===== config.mk =====
export PLATFORM = sky130hd
export DESIGN_NAME = gvam_front
export DESIGN_NICKNAME = d
export VERILOG_FILES = /design/src/design/graphic_vram_access_mapper_unit_macros.svh /design/src/design/gvam_pkg.sv /design/src/design/gvam_front.sv
export SDC_FILE = /design/constraint.sdc
export NUM_CORES = 1
export LEC_CHECK = 0
export ABC_CLOCK_PERIOD_IN_PS = 4700
export BUFFER_PORTS_ARGS = -buffer_cell sky130_fd_sc_hd__buf_2
export CORE_MARGIN = 3
export CORE_UTILIZATION = 36
export DETAILED_ROUTE_END_ITERATION = 8
export HOLD_SLACK_MARGIN = 0.12
export PLACE_DENSITY = 0.7
export SETUP_SLACK_MARGIN = 0.05
export SLEW_MARGIN = 20
export SYNTH_ARGS = -nofsm -noshare
export SYNTH_HDL_FRONTEND = slang
export SYNTH_SLANG_ARGS = --single-unit

===== constraint.sdc =====
create_clock -name clk_i -period 4.7 [get_ports clk_i]
set_input_delay 0.705 -clock clk_i [delete_from_list [all_inputs] [get_ports clk_i]]
set_output_delay 0.705 -clock clk_i [all_outputs]
set_load 0.01 [all_outputs]

===== src/design/graphic_vram_access_mapper_unit_macros.svh =====
// ----------------------------------------------------------------------------
// Assertion macros for the graphic VRAM access mapper
// Shared property shorthands, clocked on clk_i and disabled while in reset.
// ----------------------------------------------------------------------------
`ifndef GRAPHIC_VRAM_ACCESS_MAPPER_UNIT_MACROS_SVH
`define GRAPHIC_VRAM_ACCESS_MAPPER_UNIT_MACROS_SVH

// Consequent must hold in the same cycle as the antecedent.
`define GVAM_ASSERT_IMP(name, ante, cons, msg) \
  name: assert property (@(posedge clk_i) disable iff (!rst_ni) (ante) |-> (cons)) \
    else $error(msg);

// Consequent must hold in the cycle after the antecedent.
`define GVAM_ASSERT_NXT(name, ante, cons, msg) \
  name: assert property (@(posedge clk_i) disable iff (!rst_ni) (ante) |=> (cons)) \
    else $error(msg);

`endif


===== src/design/gvam_pkg.sv =====
// ----------------------------------------------------------------------------
// gvam_pkg
// Types and constants shared by the graphic VRAM access mapper modules.
// ----------------------------------------------------------------------------
package gvam_pkg;

  localparam int unsigned GVAM_WORDS = 262144;
  localparam int unsigned GVAM_IDX_W = $clog2(GVAM_WORDS);
  localparam int unsigned GVAM_QDEPTH = 2;

  // Configuration register indexes.
  localparam logic [2:0] CFG_MODE    = 3'd0;
  localparam logic [2:0] CFG_SCROLL0 = 3'd1;
  localparam logic [2:0] CFG_SCROLL1 = 3'd2;
  localparam logic [2:0] CFG_SCROLL2 = 3'd3;
  localparam logic [2:0] CFG_SCROLL3 = 3'd4;

  // Colour mode codes in bits 1-0 of the mode register.
  localparam logic [1:0] CM_16   = 2'd0;
  localparam logic [1:0] CM_256A = 2'd1;
  localparam logic [1:0] CM_256B = 2'd2;
  localparam logic [1:0] CM_64K  = 2'd3;

  typedef struct packed {
    logic        operation;
    logic [20:0] offset;
    logic [7:0]  write_data;
  } gvam_req_t;

  typedef struct packed {
    logic [7:0] read_data;
    logic       dirty_a_valid;
    logic [9:0] dirty_a_line;
    logic       dirty_b_valid;
    logic [9:0] dirty_b_line;
  } gvam_rsp_t;

  // Classified access, handed from the front end to the back end.
  typedef struct packed {
    logic                  wr;       // mapped write
    logic                  rd;       // mapped read
    logic                  nib;      // nibble access, else byte
    logic [1:0]            pos;      // nibble position of the access in the word
    logic [GVAM_IDX_W-1:0] idx;
    logic [3:0]            mask;     // nibbles written
    logic [15:0]           wdata;
    logic                  da_v;
    logic [9:0]            da_line;
    logic                  db_v;
    logic [9:0]            db_line;
  } gvam_cmd_t;

endpackage


===== src/design/gvam_front.sv =====
// ----------------------------------------------------------------------------
// gvam_front
// Holds the configuration registers and classifies each request into a word
// access with nibble mask, read selection and dirty line report.
// ----------------------------------------------------------------------------
module gvam_front import gvam_pkg::*; (
  input  logic      clk_i,
  input  logic      rst_ni,
  input  logic      cfg_we_i,
  input  logic [2:0] cfg_idx_i,
  input  logic [9:0] cfg_data_i,
  input  logic      in_valid_i,
  output logic      in_stall_o,
  input  gvam_req_t in_req_i,
  input  logic      busy_i,
  input  logic      q_full_i,
  output logic      push_o,
  output gvam_cmd_t cmd_o
);

  logic [3:0] mode_q;
  logic [9:0] scroll0_q, scroll1_q, scroll2_q, scroll3_q;

  always_ff @(posedge clk_i or negedge rst_ni) begin
    if (!rst_ni) begin
      mode_q    <= '0;
      scroll0_q <= '0;
      scroll1_q <= '0;
      scroll2_q <= '0;
      scroll3_q <= '0;
    end else if (cfg_we_i) begin
      unique case (cfg_idx_i)
        CFG_MODE:    mode_q    <= cfg_data_i[3:0];
        CFG_SCROLL0: scroll0_q <= cfg_data_i;
        CFG_SCROLL1: scroll1_q <= cfg_data_i;
        CFG_SCROLL2: scroll2_q <= cfg_data_i;
        CFG_SCROLL3: scroll3_q <= cfg_data_i;
        default: ;
      endcase
    end
  end

  function automatic logic [9:0] pick_scroll(input logic [1:0] sel,
                                             input logic [9:0] s0, input logic [9:0] s1,
                                             input logic [9:0] s2, input logic [9:0] s3);
    logic [9:0] r;
    case (sel)
      2'd0:    r = s0;
      2'd1:    r = s1;
      2'd2:    r = s2;
      default: r = s3;
    endcase
    return r;
  endfunction

  logic [20:0] a;
  logic [7:0]  d;
  logic        mapped, nib, dirty_a, dirty_b;
  logic [1:0]  pos;
  logic [GVAM_IDX_W-1:0] idx;
  logic [9:0]  la, lb, sa, sb;

  assign a = in_req_i.offset;
  assign d = in_req_i.write_data;

  always_comb begin
    mapped  = 1'b0;
    nib     = 1'b0;
    dirty_a = 1'b0;
    dirty_b = 1'b0;
    pos     = 2'd0;
    idx     = a[18:1];
    la      = '0;
    lb      = '0;
    sa      = '0;
    sb      = '0;
    if (mode_q[3]) begin
      // Linear override: stored, but no line is reported.
      mapped = (a[20:19] == 2'b00);
      pos    = {a[0], 1'b0};
    end else begin
      unique case (mode_q[1:0]) inside
        CM_16: begin
          mapped  = !a[0];
          nib     = 1'b1;
          dirty_a = 1'b1;
          if (mode_q[2]) begin
            idx = {a[19:11], a[9:1]};
            pos = {a[20], a[10]};
            la  = a[20:11] - scroll0_q;
          end else begin
            pos = a[20:19];
            sa  = pick_scroll(a[20:19], scroll0_q, scroll1_q, scroll2_q, scroll3_q);
            la  = {1'b0, a[18:10] - sa[8:0]};
          end
        end
        CM_256A, CM_256B: begin
          mapped  = !a[20] && !a[0];
          pos     = {a[19], 1'b0};
          dirty_a = 1'b1;
          dirty_b = 1'b1;
          sa      = pick_scroll({a[19], 1'b0}, scroll0_q, scroll1_q, scroll2_q, scroll3_q);
          sb      = pick_scroll({a[19], 1'b1}, scroll0_q, scroll1_q, scroll2_q, scroll3_q);
          la      = {1'b0, a[18:10] - sa[8:0]};
          lb      = {1'b0, a[18:10] - sb[8:0]};
        end
        CM_64K: begin
          mapped  = (a[20:19] == 2'b00);
          pos     = {a[0], 1'b0};
          dirty_a = 1'b1;
          la      = {1'b0, a[18:10] - scroll0_q[8:0]};
        end
      endcase
    end
  end

  always_comb begin
    cmd_o.wr      = mapped && in_req_i.operation;
    cmd_o.rd      = mapped && !in_req_i.operation;
    cmd_o.nib     = nib;
    cmd_o.pos     = pos;
    cmd_o.idx     = idx;
    cmd_o.mask    = nib ? (4'b0001 << pos) : (pos[1] ? 4'b1100 : 4'b0011);
    cmd_o.wdata   = nib ? {4{d[3:0]}} : {d, d};
    cmd_o.da_v    = cmd_o.wr && dirty_a;
    cmd_o.da_line = cmd_o.da_v ? la : '0;
    cmd_o.db_v    = cmd_o.wr && dirty_b;
    cmd_o.db_line = cmd_o.db_v ? lb : '0;
  end

  assign in_stall_o = busy_i || q_full_i;
  assign push_o     = in_valid_i && !in_stall_o;

endmodule


==> impl_metrics.env <==
export IMPL_status="finished clean"
export IMPL_reg2reg_slack_ps=3660
export IMPL_h_tree_depth=2
export IMPL_synthArstFlopShare=1.000
export IMPL_p_leak_nw=2.240
export IMPL_finalHoldViolations=0
export IMPL_setup_violations=0
export IMPL_p_seq_frac=0.280
export IMPL_use_met3=0.02049
export IMPL_final_nets=602
export IMPL_die_area_sq_um=12690
export IMPL_fin_crit_ps=4236
export IMPL_first_iter_violations=251
export IMPL_grt_pass1_wl_mm=17.78
export IMPL_grt_max_degree=42
export IMPL_ys_ff_latch=41
export IMPL_grt_antenna_before_repair=0
export IMPL_p_clk_frac=0.183
export IMPL_synthTopCellsByArea="dfrtp_1 (25%), mux2_2 (12%), ha_1 (11%)"
export IMPL_syn_area_per_cell_sq_um=9.283
export IMPL_cts_resized=0
export IMPL_clock_sinks=41
export IMPL_synth_edff_count=0
export IMPL_cp_end_kind="output port"
export IMPL_post_route_cells_drive_above_1_share=0.3236
export IMPL_holdCritStartpoint="scroll1_q[0]$_DFFE_PN0P_"
export IMPL_grt_pass1_vias=3509
export IMPL_r2r_start="mode_q[2]$_DFFE_PN0P_"
export IMPL_timing_fmax_mhz=236.1
export IMPL_synth_top_area_share=0.2506
export IMPL_via_per_inst=5.360
export IMPL_gp_congestion=0.9259
export IMPL_antennaDiodeCount=0
export IMPL_yosysMostFrequentCell="mux2_2"
export IMPL_dpl_hpwl_mm=8.867
export IMPL_fin_area_sq_um=4700
export IMPL_arrival_ps=3530
export IMPL_fp_dieH_um=112.6
export IMPL_relSlewSlack=0.3852
export IMPL_crit_fanout=3
export IMPL_switching_share=0.3934
export IMPL_clock_latency_ps=280
export IMPL_totalWireLength_mm=10.85
export IMPL_clockRootBuffer="clkbuf_16"
export IMPL_worstPathRequired_ps=3990
export IMPL_tns_ps=0
export IMPL_pwr_density_cell_nw_per_um2=387.4
export IMPL_cts_hold_buf=0
export IMPL_die_w_um=112.6
export IMPL_crit_start="mode_q[0]$_DFFE_PN0P_"
export IMPL_slew_viol_final=0
export IMPL_area_delta_synth_final_pct=14.79
export IMPL_ys_types=52
export IMPL_cellInternalPower_mw=1.104
export IMPL_holdCritPathClass="flip-flop to flip-flop"
export IMPL_num_vias=3500
export IMPL_yosys_area_top_type="dfrtp_1"
export IMPL_synth_main_ff_cell="dfrtp_1"
export IMPL_cts_made_buffers=5
export IMPL_rsz0062_at_grt="no"
export IMPL_ioPinCount=116
export IMPL_synth_commonest_cells="mux2_2 (45), dfrtp_1 (41), nor2_1 (40)"
export IMPL_gr_usage_all_layers=0.1705
export IMPL_holdPathStages=1
export IMPL_fillers=1068
export IMPL_post_cts_buffers=0
export IMPL_busiest_layer="met2"
export IMPL_clkTransAtPathRegs_ps=50
export IMPL_tightestPinTransition_ps=922.2
export IMPL_std_cell_rows=38
export IMPL_yosys_warnings=0
export IMPL_io_buffers=96
export IMPL_netlist_area_sq_um=4094
export IMPL_post_route_util=0.4279
export IMPL_ir_drop_uv=146.3
export IMPL_pwr_share_comb=0.536
export IMPL_core_sq_um=10980
export IMPL_clock_path_buffers=2
export IMPL_synthCells=441
export IMPL_synth_net_count=530
export IMPL_fin_crit_sh=0.9013
export IMPL_netSwitchingPower_uw=716.4
export IMPL_skew_ps=0
export IMPL_crit_type="flip-flop to output port"
export IMPL_drtAntennaViolNets=0
export IMPL_startpoint_type="flip-flop"
export IMPL_post_drt_wl_per_cell_um=16.62
export IMPL_rr_endpoint="mode_q[2]$_DFFE_PN0P_"
export IMPL_grt_use_met1=0.2344
export IMPL_gr_usage_met2=0.2769
export IMPL_placed_area_sq_um=4557
export IMPL_max_cap_viol_count=0
export IMPL_gr_total_overflow=0
export IMPL_drc=0
export IMPL_synth_seq_area_share=0.2506
export IMPL_reg2reg_depth=1
export IMPL_min_to="scroll1_q[0]$_DFFE_PN0P_"
export IMPL_drtPass1Iterations=5
export IMPL_cts_tree="done"
export IMPL_initial_core_util=0.3728
[flip-flops by register name (all words and copies together), names as in the netlist]
| register | cells |
|---|---|
| mode_q | 4 |
| scroll0_q | 10 |
| scroll1_q | 9 |
| scroll2_q | 9 |
| scroll3_q | 9 |
[critical path, cell delays in order (launching register included)]
cell and delay, ps:
dfrtp_1 380, ha_1 220, nand2b_1 170, mux2_2 240, ha_1 150, inv_1 50
fa_1 400, a21o_1 220, a2111oi_1 550, a21oi_1 170, xnor2_1 180, o22ai_1 100
a211oi_1 250, buf_2 180
[power groups by stage]
stage               Sequential [mW]  Combinational (mW)  Clock [mW]
global route                  0.519                1.09       0.350
CTS                           0.506               0.978       0.337
global placement              0.509               0.943           0
detailed placement            0.512               0.972           0
floorplan                     0.474               0.766           0
finish                        0.510               0.977       0.334
[how the worst max path moves through the flow]
stage | to | slack (ps) | cells after the start
finish | cmd_o[19] | 460 | 13
global route | cmd_o[19] | 130 | 13
floorplan | cmd_o[19] | 610 | 12
CTS | cmd_o[19] | 420 | 13
global placement | cmd_o[19] | 540 | 13
detailed placement | cmd_o[19] | 510 | 13
[area by class of cell]
| class | instances | area (sq um) | share of cell area |
|---|---|---|---|
| repair buffers | 100 | 510.5 | 0.1086 |
| clock buffers | 7 | 142.6 | 0.03035 |
| multi-input cells | 334 | 2729 | 0.5807 |
| flip-flops and latches | 41 | 1026 | 0.2183 |
| well taps | 140 | 175.2 | 0.03727 |
| inverters | 31 | 116.4 | 0.02476 |
[per-stage QoR]
stage,std cells,hold WS [ps],setup slack (ps),power (mW)
final,653,533.3,463.8,1.821
after detailed placement,646,520.8,512.5,1.484
after global placement,646,518.7,544.0,1.452
after floorplan,441,409.4,610.4,1.240
after global routing,653,552.2,125.3,1.960
after CTS,653,533.0,416.9,1.821
[metal layers]
metal | wire (um) | share of wire
met5 | 0 | 0
met4 | 242 | 0.022
met3 | 500 | 0.046
met2 | 5123 | 0.47
met1 | 4986 | 0.46
[layout by cell type (no fill, tap or decap), types with 8 or more instances in the layout]
cell type / n
buf_2: 96
mux2_2: 45
dfrtp_1: 41
nor2_1: 40
ha_1: 36
inv_1: 29
o21ai_0: 26
nand2_1: 25
mux2i_1: 20
a21oi_1: 18
xnor2_1: 17
xor2_1: 10
nor2b_1: 9
mux4_2: 9
o21a_1: 8
[cells by family (layout without fill, tap and decap cells)]
logic type      Yosys count  in the layout  share of synthesized area
simple gates            108            108                     0.1262
compound gates           84             84                     0.1299
mux                      74             74                     0.2222
buf+inv                  66            138                    0.08283
flops                    41             41                     0.2506
fa+ha+maj                40             40                     0.1296
xor+xnor                 27             27                    0.05776
other cells               1              1                  0.0009160
(Power assumes the default switching activity.)
