`src/design/graphic_vram_access_mapper_unit_macros.svh`:
```
// ----------------------------------------------------------------------------
// Assertion macros for the graphic VRAM access mapper
// Shared property shorthands, clocked on clk_i and disabled while in reset.
// ----------------------------------------------------------------------------
`ifndef GRAPHIC_VRAM_ACCESS_MAPPER_UNIT_MACROS_SVH
`define GRAPHIC_VRAM_ACCESS_MAPPER_UNIT_MACROS_SVH

// Consequent must hold in the same cycle as the antecedent.
`define GVAM_ASSERT_IMP(name, ante, cons, msg) \
  name: assert property (@(posedge clk_i) disable iff (!rst_ni) (ante) |-> (cons)) \
    else $error(msg);

// Consequent must hold in the cycle after the antecedent.
`define GVAM_ASSERT_NXT(name, ante, cons, msg) \
  name: assert property (@(posedge clk_i) disable iff (!rst_ni) (ante) |=> (cons)) \
    else $error(msg);

`endif

```
`src/design/gvam_pkg.sv`:
```
// ----------------------------------------------------------------------------
// gvam_pkg
// Types and constants shared by the graphic VRAM access mapper modules.
// ----------------------------------------------------------------------------
package gvam_pkg;

  localparam int unsigned GVAM_WORDS = 262144;
  localparam int unsigned GVAM_IDX_W = $clog2(GVAM_WORDS);
  localparam int unsigned GVAM_QDEPTH = 2;

  // Configuration register indexes.
  localparam logic [2:0] CFG_MODE    = 3'd0;
  localparam logic [2:0] CFG_SCROLL0 = 3'd1;
  localparam logic [2:0] CFG_SCROLL1 = 3'd2;
  localparam logic [2:0] CFG_SCROLL2 = 3'd3;
  localparam logic [2:0] CFG_SCROLL3 = 3'd4;

  // Colour mode codes in bits 1-0 of the mode register.
  localparam logic [1:0] CM_16   = 2'd0;
  localparam logic [1:0] CM_256A = 2'd1;
  localparam logic [1:0] CM_256B = 2'd2;
  localparam logic [1:0] CM_64K  = 2'd3;

  typedef struct packed {
    logic        operation;
    logic [20:0] offset;
    logic [7:0]  write_data;
  } gvam_req_t;

  typedef struct packed {
    logic [7:0] read_data;
    logic       dirty_a_valid;
    logic [9:0] dirty_a_line;
    logic       dirty_b_valid;
    logic [9:0] dirty_b_line;
  } gvam_rsp_t;

  // Classified access, handed from the front end to the back end.
  typedef struct packed {
    logic                  wr;       // mapped write
    logic                  rd;       // mapped read
    logic                  nib;      // nibble access, else byte
    logic [1:0]            pos;      // nibble position of the access in the word
    logic [GVAM_IDX_W-1:0] idx;
    logic [3:0]            mask;     // nibbles written
    logic [15:0]           wdata;
    logic                  da_v;
    logic [9:0]            da_line;
    logic                  db_v;
    logic [9:0]            db_line;
  } gvam_cmd_t;

endpackage

```
`src/design/gvam_queue.sv`:
```
// ----------------------------------------------------------------------------
// gvam_queue
// Short queue of classified accesses between front end and back end.
// ----------------------------------------------------------------------------
module gvam_queue import gvam_pkg::*; (
  input  logic      clk_i,
  input  logic      rst_ni,
  input  logic      push_i,
  input  gvam_cmd_t push_cmd_i,
  output logic      full_o,
  input  logic      pop_i,
  output gvam_cmd_t pop_cmd_o,
  output logic      empty_o
);

  localparam int unsigned PtrW = (GVAM_QDEPTH > 1) ? $clog2(GVAM_QDEPTH) : 1;
  localparam int unsigned CntW = $clog2(GVAM_QDEPTH + 1);
  localparam logic [CntW-1:0] Depth = CntW'(GVAM_QDEPTH);
  localparam logic [PtrW-1:0] LastPtr = PtrW'(GVAM_QDEPTH - 1);

  gvam_cmd_t entry_q [GVAM_QDEPTH];
  logic [PtrW-1:0] wr_ptr_q, rd_ptr_q;
  logic [CntW-1:0] count_q;

  assign full_o    = (count_q == Depth);
  assign empty_o   = (count_q == '0);
  assign pop_cmd_o = entry_q[rd_ptr_q];

  always_ff @(posedge clk_i) begin
    if (push_i) begin
      entry_q[wr_ptr_q] <= push_cmd_i;
    end
  end

  always_ff @(posedge clk_i or negedge rst_ni) begin
    if (!rst_ni) begin
      wr_ptr_q <= '0;
      rd_ptr_q <= '0;
      count_q  <= '0;
    end else begin
      if (push_i) begin
        wr_ptr_q <= (wr_ptr_q == LastPtr) ? '0 : wr_ptr_q + 1'b1;
      end
      if (pop_i) begin
        rd_ptr_q <= (rd_ptr_q == LastPtr) ? '0 : rd_ptr_q + 1'b1;
      end
      if (push_i && !pop_i) begin
        count_q <= count_q + 1'b1;
      end else if (pop_i && !push_i) begin
        count_q <= count_q - 1'b1;
      end
    end
  end

endmodule

```
`config.mk`:
```
export PLATFORM = sky130hd
export DESIGN_NAME = gvam_queue
export DESIGN_NICKNAME = d
export VERILOG_FILES = /design/src/design/graphic_vram_access_mapper_unit_macros.svh /design/src/design/gvam_pkg.sv /design/src/design/gvam_queue.sv
export SDC_FILE = /design/constraint.sdc
export NUM_CORES = 1
export LEC_CHECK = 0
export BUFFER_PORTS_ARGS = -buffer_cell sky130_fd_sc_hd__clkbuf_2
export CORE_MARGIN = 2
export CORE_UTILIZATION = 55
export CTS_CLUSTER_SIZE = 30
export DETAILED_ROUTE_END_ITERATION = 6
export HOLD_SLACK_MARGIN = 0.15
export PLACE_DENSITY = 0.89
export SYNTH_ARGS = -nofsm -noshare
export SYNTH_HDL_FRONTEND = slang
export SYNTH_SLANG_ARGS = --single-unit
```
`constraint.sdc`:
```
create_clock -name clk_i -period 8.77 [get_ports clk_i]
set_input_delay 1.754 -clock clk_i [delete_from_list [all_inputs] [get_ports clk_i]]
set_output_delay 1.754 -clock clk_i [all_outputs]
set_load 0.1 [all_outputs]
```
==> flow_summary_export.csv, run 1 <==
group,metric,value,unit
run_status,outcome,"complete, no violations",
sta,hold_viol,0,
sta,rsz0062_at_grt,"false",
layout,drive_gt1_share,61.7,%
detailed_routing,wl_met2,4250,um
global_routing,grt_pass1_wl,12900,um
global_routing,grt_use_total,17.4,%
clock_tree,cts_root_buffer,"clkbuf_8",
clock_tree,cts_resized,0,
detailed_routing,wl_met3,542,um
detailed_routing,drt-total-wl,8320,um
clock_tree,clk_pin_slew_worst_paths,50,ps
placement,port_buffers,135,
layout,final_cell_mix,"clkbuf_2 (135), edfxtp_1 (130), mux2_4 (40)",
worst_setup_path,critPathBufInv,1,
sta,tns,0,ps
floorplan,start_util,57.2,%
detailed_routing,wire_per_inst,17.1,um
detailed_routing,drt_iter0_markers,88,
worst_setup_path,rr_endpoint,"entry_q[0][18]",
floorplan,io_pins,136,
hold_path,min_path_cells,1,
logic_synthesis,ys_ff_latch,134,
hold_path,worstHoldPathType,"flip-flop to flip-flop",
sta,setup_violations,0,
layout,seqCellArea,4010,um^2
floorplan,die_area,9940,um^2
global_routing,grt_overflow,0,
placement,hpwl,5300,um
sta,fin_ws,4490,ps
layout,multi_input_area,973,um^2
layout,nNetsFinal,437,
sta,worst_pin_slew,1120,ps
logic_synthesis,yosys_warnings,0,
worst_setup_path,path_class,"flip-flop to primary output",
clock_tree,ctsHtreeMaxLevel,4,
layout,fillers,545,
sta,slew_viol_final,0,
sta,fin_crit_sh,48.8,%
logic_synthesis,yosysUniqueCellTypes,13,
worst_setup_path,start_kind,"flip-flop",
worst_setup_path,arrival,2520,ps
logic_synthesis,syn_inst,218,
sta,fin_skew,3.66,ps
clock_tree,hold_buffers,0,
worst_setup_path,path_cells,"mux2_2 > clkbuf_2",
placement,globalplace.congestion,0.706,
run,drv_cap,0,
sta,slew_headroom,25.4,%
floorplan,fp.dieH,99.7,um
logic_synthesis,syn_area,5040,um^2
worst_setup_path,cp_slowest_stage_delay,1140,ps
clock_tree,post_cts_buffers,0,
worst_setup_path,end_kind,"primary output",
layout,syn2layout_area_growth,27.2,%
detailed_routing,vias,2477,
hold_path,holdPathEnd,"count_q[1]",
floorplan,die_w,99.7,um
global_routing,grt_antenna_before_repair,0,
detailed_routing,antenna_left,0,
detailed_routing,wl_met1,3460,um
detailed_routing,via_per_inst,5.09,
worst_setup_path,crit_family,"flip-flops",
logic_synthesis,syn_area_per_cell,23.1,um^2
detailed_routing,topRoutingLayerUsed,"met4",
floorplan,rows,34,
worst_setup_path,cp_data_required_time,7020,ps
worst_setup_path,r2r_slack,6780,ps
sta,fmax,0.234,GHz
placement,dp_slack,5040,ps
worst_setup_path,reg2regPathDepth,2,
worst_setup_path,critPathLaunch,"rd_ptr_q",
logic_synthesis,syn_nets,288,
logic_synthesis,ys_seq_area_share,79.5,%
hold_path,hp-start,"count_q[1]",
clock_tree,clock-sinks,134,
floorplan,core_area,8810,um^2
global_routing,grt_pass1_vias,2720,
detailed_routing,drtPass1Iterations,4,
layout,n_antenna_cell,0,
clock_tree,cts_made_buffers,17,
sta,period_minus_slack,4280,ps
worst_setup_path,crit_fanout,66,
clock_tree,tritoncts,"yes",
layout,final_common_cell,"clkbuf_2",
detailed_routing,drc,0,
layout,final_util,72.8,%
global_routing,grt_max_degree,67,
clock_tree,cts_buffer_depth,2,
clock_tree,clock_latency,490,ps
worst_setup_path,reg2reg_from,"wr_ptr_q",
worst_setup_path,cp_slowest_cell,"dfrtp_4",
cells in the mapped netlist:
master / instances / area [um^2]
ha_1: 1 / 12.5
mux2_2: 25 / 282
buf_6: 5 / 56.3
edfxtp_1: 130 / 3900
xor2_1: 4 / 35.0
dfrtp_1: 4 / 100
inv_1: 1 / 3.75
and2_1: 1 / 6.26
xnor2_1: 1 / 8.76
mux2_4: 40 / 601
nor2b_1: 2 / 12.5
buf_2: 2 / 10.0
nor2_1: 2 / 7.51
routing by layer:
| layer | global-route usage [%] | up-vias |
|---|---|---|
| met5 | 0 | - |
| met4 | 6.01 | 0 |
| met3 | 5.69 | 7 |
| met2 | 29.7 | 97 |
| met1 | 21.0 | 1208 |
| li1 | - | 1165 |
sequential cells by signal, indices dropped and copies added (netlist names):
signal,count
count_q,2
rd_ptr_q,1
wr_ptr_q,1
entry_q,130
cells by family after synthesis:
logic type / Yosys count / share of synthesized area (%)
flops: 134 / 79.5
mux: 65 / 17.5
buf+inv: 8 / 1.39
xor+xnor: 5 / 0.869
simple gates: 5 / 0.522
fa+ha+maj: 1 / 0.248
worst max path at each step:
stage	depth (start not counted)	to
floorplan	1	entry_q[0][0]
global placement	2	pop_cmd_o[42]
detailed placement	2	pop_cmd_o[49]
CTS	2	pop_cmd_o[49]
global route	2	pop_cmd_o[41]
finish	2	pop_cmd_o[42]
final cells by class:
type                    count  share of cell area [%]
multi-input cells          76                    15.2
well taps                 108                    2.11
flip-flops and latches    134                    62.5
clock buffers              18                    6.52
repair buffers            137                    10.8
inverters                   1                  0.0585
clock inverters            13                    2.85
worst reg2reg max path: cells and delay by family, from the launching register on:
kind	cells	cell delay, ps
and+or+nand+nor	1	580
buffers and inverters	1	590
DFF	1	420
stage by stage:
| step | cells | hold WS (ps) | instance area (um^2) |
|---|---|---|---|
| 2_1_floorplan | 218 | 455 | 5040 |
| 3_3_place_gp | 456 | 479 | 5810 |
| 3_5_place_dp | 456 | 487 | 5810 |
| 4_1_cts | 487 | 517 | 6410 |
| 5_1_grt | 487 | 533 | 6410 |
| 6_report | 487 | 514 | 6410 |
Power of run 1 is left out: the tool's default activity adds up to more than one toggle a clock period on the data nets, which glitch-free logic cannot reach.
==> inputs of run 2 (changes only) <==
--- a/config.mk
+++ b/config.mk
@@ -5,13 +5,14 @@
 export SDC_FILE = /design/constraint.sdc
 export NUM_CORES = 1
 export LEC_CHECK = 0
+export ABC_AREA = 1
 export BUFFER_PORTS_ARGS = -buffer_cell sky130_fd_sc_hd__clkbuf_2
 export CORE_MARGIN = 2
-export CORE_UTILIZATION = 55
+export CORE_UTILIZATION = 47
 export CTS_CLUSTER_SIZE = 30
 export DETAILED_ROUTE_END_ITERATION = 6
 export HOLD_SLACK_MARGIN = 0.15
-export PLACE_DENSITY = 0.89
+export PLACE_DENSITY = 0.81
 export SYNTH_ARGS = -nofsm -noshare
 export SYNTH_HDL_FRONTEND = slang
 export SYNTH_SLANG_ARGS = --single-unit
==> constraint.sdc (replaced) <==
create_clock -name clk_i -period 3.5 [get_ports clk_i]
set_input_delay 0.7 -clock clk_i [delete_from_list [all_inputs] [get_ports clk_i]]
set_output_delay 0.7 -clock clk_i [all_outputs]
set_load 0.1 [all_outputs]
==> flow_summary_export.csv, run 2 <==
group,metric,value,unit
run_status,outcome,"complete, no violations",
sta,fin_worst_hold_slack,376,ps
sta,tns,0,ps
logic_synthesis,syn_inst,227,
placement,port_buffers,135,
placement,hpwl,5760,um
hold_path,worstHoldPathType,"input port to flip-flop",
global_routing,grt_antenna_before_repair,0,
worst_setup_path,arrival,2340,ps
logic_synthesis,synth_top_family_by_area,"multiplexers",
layout,top_regs,"entry_q (130), count_q (2)",
sta,rsz0062_at_grt,"false",
layout,final_common_cell,"clkbuf_2",
logic_synthesis,synth_xor_area_share,0.519,%
sta,period_minus_slack,3040,ps
global_routing,grt_pass1_wl,13200,um
floorplan,io_pins,136,
clock_tree,clock_latency,510,ps
layout,top_register,"entry_q",
worst_setup_path,end_kind,"primary output",
layout,n_antenna_cell,0,
worst_setup_path,cp_slowest_stage_delay,740,ps
worst_setup_path,r2r_slack,1900,ps
hold_path,hp-start,"push_cmd_i[46]",
clock_tree,clock-sinks,134,
layout,largest_reg_flops,130,
detailed_routing,wire_per_inst,15.9,um
worst_setup_path,reg2reg_from,"wr_ptr_q",
run,drv_cap,0,
sta,fin_crit_sh,86.8,%
logic_synthesis,yosys_warnings,0,
logic_synthesis,yosysTopAreaCell,"edfxtp_1",
worst_setup_path,start_kind,"flip-flop",
hold_path,holdPathEnd,"entry_q[0][46]",
worst_setup_path,critPathBufInv,2,
floorplan,start_util,48.8,%
sta,slew_viol_final,0,
detailed_routing,drt-total-wl,8470,um
logic_synthesis,syn_nets,297,
global_routing,grt_use_total,15.6,%
worst_setup_path,cp_data_required_time,2800,ps
floorplan,core_area,10400,um^2
global_routing,grt_overflow,0,
sta,worst_pin_slew,555,ps
global_routing,grt_max_degree,33,
detailed_routing,drtPass1Iterations,4,
sta,fin_skew,8.60,ps
clock_tree,cts_resized,0,
logic_synthesis,synth_area_leaders,"edfxtp_1 (77%), mux2_4 (12%), mux2_2 (5.6%), dfrtp_1 (2.0%), buf_6 (1.1%)",
logic_synthesis,yosys.area_share.simple,0.816,%
clock_tree,cts_made_buffers,17,
logic_synthesis,synth_edf_count,130,
worst_setup_path,critPathLaunch,"rd_ptr_q",
layout,syn2layout_area_growth,27.8,%
sta,hold_viol,0,
floorplan,fp.dieH,108,um
placement,globalplace.congestion,0.684,
clock_tree,cts_buffer_depth,2,
worst_setup_path,path_cells,"buf_4 > mux2_2 > clkbuf_2",
logic_synthesis,ys_ff_latch,134,
layout,nNetsFinal,453,
clock_tree,ctsHtreeMaxLevel,4,
logic_synthesis,synthArstFlopShare,2.99,%
worst_setup_path,rr_endpoint,"entry_q[0][50]",
clock_tree,clk_pin_slew_worst_paths,60,ps
logic_synthesis,synth_top_area_share,77.2,%
detailed_routing,vias,2561,
clock_tree,post_cts_buffers,0,
detailed_routing,drt_iter0_markers,84,
detailed_routing,drc,0,
floorplan,rows,37,
global_routing,grt_pass1_vias,2718,
detailed_routing,antenna_left,0,
layout,final_cell_mix,"clkbuf_2 (135), edfxtp_1 (130), mux2_4 (40)",
logic_synthesis,yosysUniqueCellTypes,14,
sta,fmax,0.329,GHz
logic_synthesis,ys.flop_type,"edfxtp_1",
floorplan,die_area,11600,um^2
worst_setup_path,cp_slowest_cell,"dfrtp_4",
logic_synthesis,synth_compound_area_share,0,%
hold_path,min_path_cells,1,
worst_setup_path,reg2regPathDepth,2,
layout,drive_gt1_share,59.3,%
logic_synthesis,synth.most_common_cell,"edfxtp_1",
logic_synthesis,syn_area_per_cell,22.3,um^2
clock_tree,cts_root_buffer,"clkbuf_8",
logic_synthesis,muxShareOfSynthArea,17.4,%
detailed_routing,via_per_inst,4.81,
logic_synthesis,synth-adder-area-share,0.247,%
sta,setup_violations,0,
clock_tree,tritoncts,"yes",
worst_setup_path,crit_family,"flip-flops",
worst_setup_path,crit_fanout,28,
worst_setup_path,path_class,"flip-flop to primary output",
logic_synthesis,syn_area,5060,um^2
floorplan,die_w,108,um
sta,slew_headroom,62.9,%
logic_synthesis,ys_seq_area_share,79.1,%
logic_synthesis,synthTopCellsByCount,"edfxtp_1 (130), mux2_4 (40), mux2_2 (25)",
==> run 2: changes by cell type in the layout (fill, tap and decap cells not counted), sizes merged, moves of 2 or more <==
cell / change
clkbuf: +8
nor2b: -2
clkinvlp: -3
nand2: +5
bufinv: -3
inv: +6
xor2: -2
buf: +6
==> run 2: kinds of logic (layout without fill, tap and decap cells) <==
family                     after synthesis  after routing
xor gates and xnor gates                 3              3
adders and majority gates                1              1
buffers and inverters                   14            183
DFF                                    134            134
muxes                                   65             65
and+or+nand+nor                         10             10
==> run 2: what timing repair did <==
action	CTS	global route
hold endpoints to repair	4	0
hold buffers	1	0
endpoints found under the setup margin	0	0
==> run 2: stage by stage <==
stage	cell area (um^2)	util, %	worst slack (ps)	std cells
global placement	5930	57.2	993	499
global route	6470	62.4	348	532
floorplan	5060	-	669	227
finish	6470	62.4	461	532
detailed placement	5930	57.2	956	499
CTS	6470	62.4	400	532
==> run 2: final cells by class <==
| class | count | area (um^2) |
|---|---|---|
| clock inverter | 6 | 53.8 |
| sequential | 134 | 4010 |
| clock buffer | 26 | 468 |
| inverter | 7 | 26.3 |
| tap | 136 | 170 |
| timing repair buffer | 144 | 771 |
| fill | 771 | 3900 |
| multi-input combinational | 79 | 970 |
==> run 2: worst register-to-register path, delay by kind of cell (launching register included) <==
family                 cells  cell delay, ps
buffers and inverters      1             380
and+or+nand+nor            1             470
DFF                        1             420
==> run 2: worst max-delay path by stage <==
| stage | cells after the start | slack [ps] | end |
|---|---|---|---|
| 2_1_floorplan | 2 | 670 | entry_q[0][0] |
| 3_3_place_gp | 3 | 990 | pop_cmd_o[61] |
| 3_5_place_dp | 3 | 960 | pop_cmd_o[37] |
| 4_1_cts | 3 | 400 | pop_cmd_o[50] |
| 5_1_grt | 3 | 350 | pop_cmd_o[50] |
| 6_report | 3 | 460 | pop_cmd_o[50] |
==> run 2: metal layers <==
| layer | part of all wire, % | up-vias | GRT usage (%) |
|---|---|---|---|
| met3 | 8.0 | 10 | 6.72 |
| met2 | 51 | 106 | 25.6 |
| li1 | - | 1203 | - |
| met1 | 39 | 1242 | 17.9 |
| met5 | 0 | - | 0 |
| met4 | 1.6 | 0 | 6.59 |
Power of run 2 is left out for the same reason.
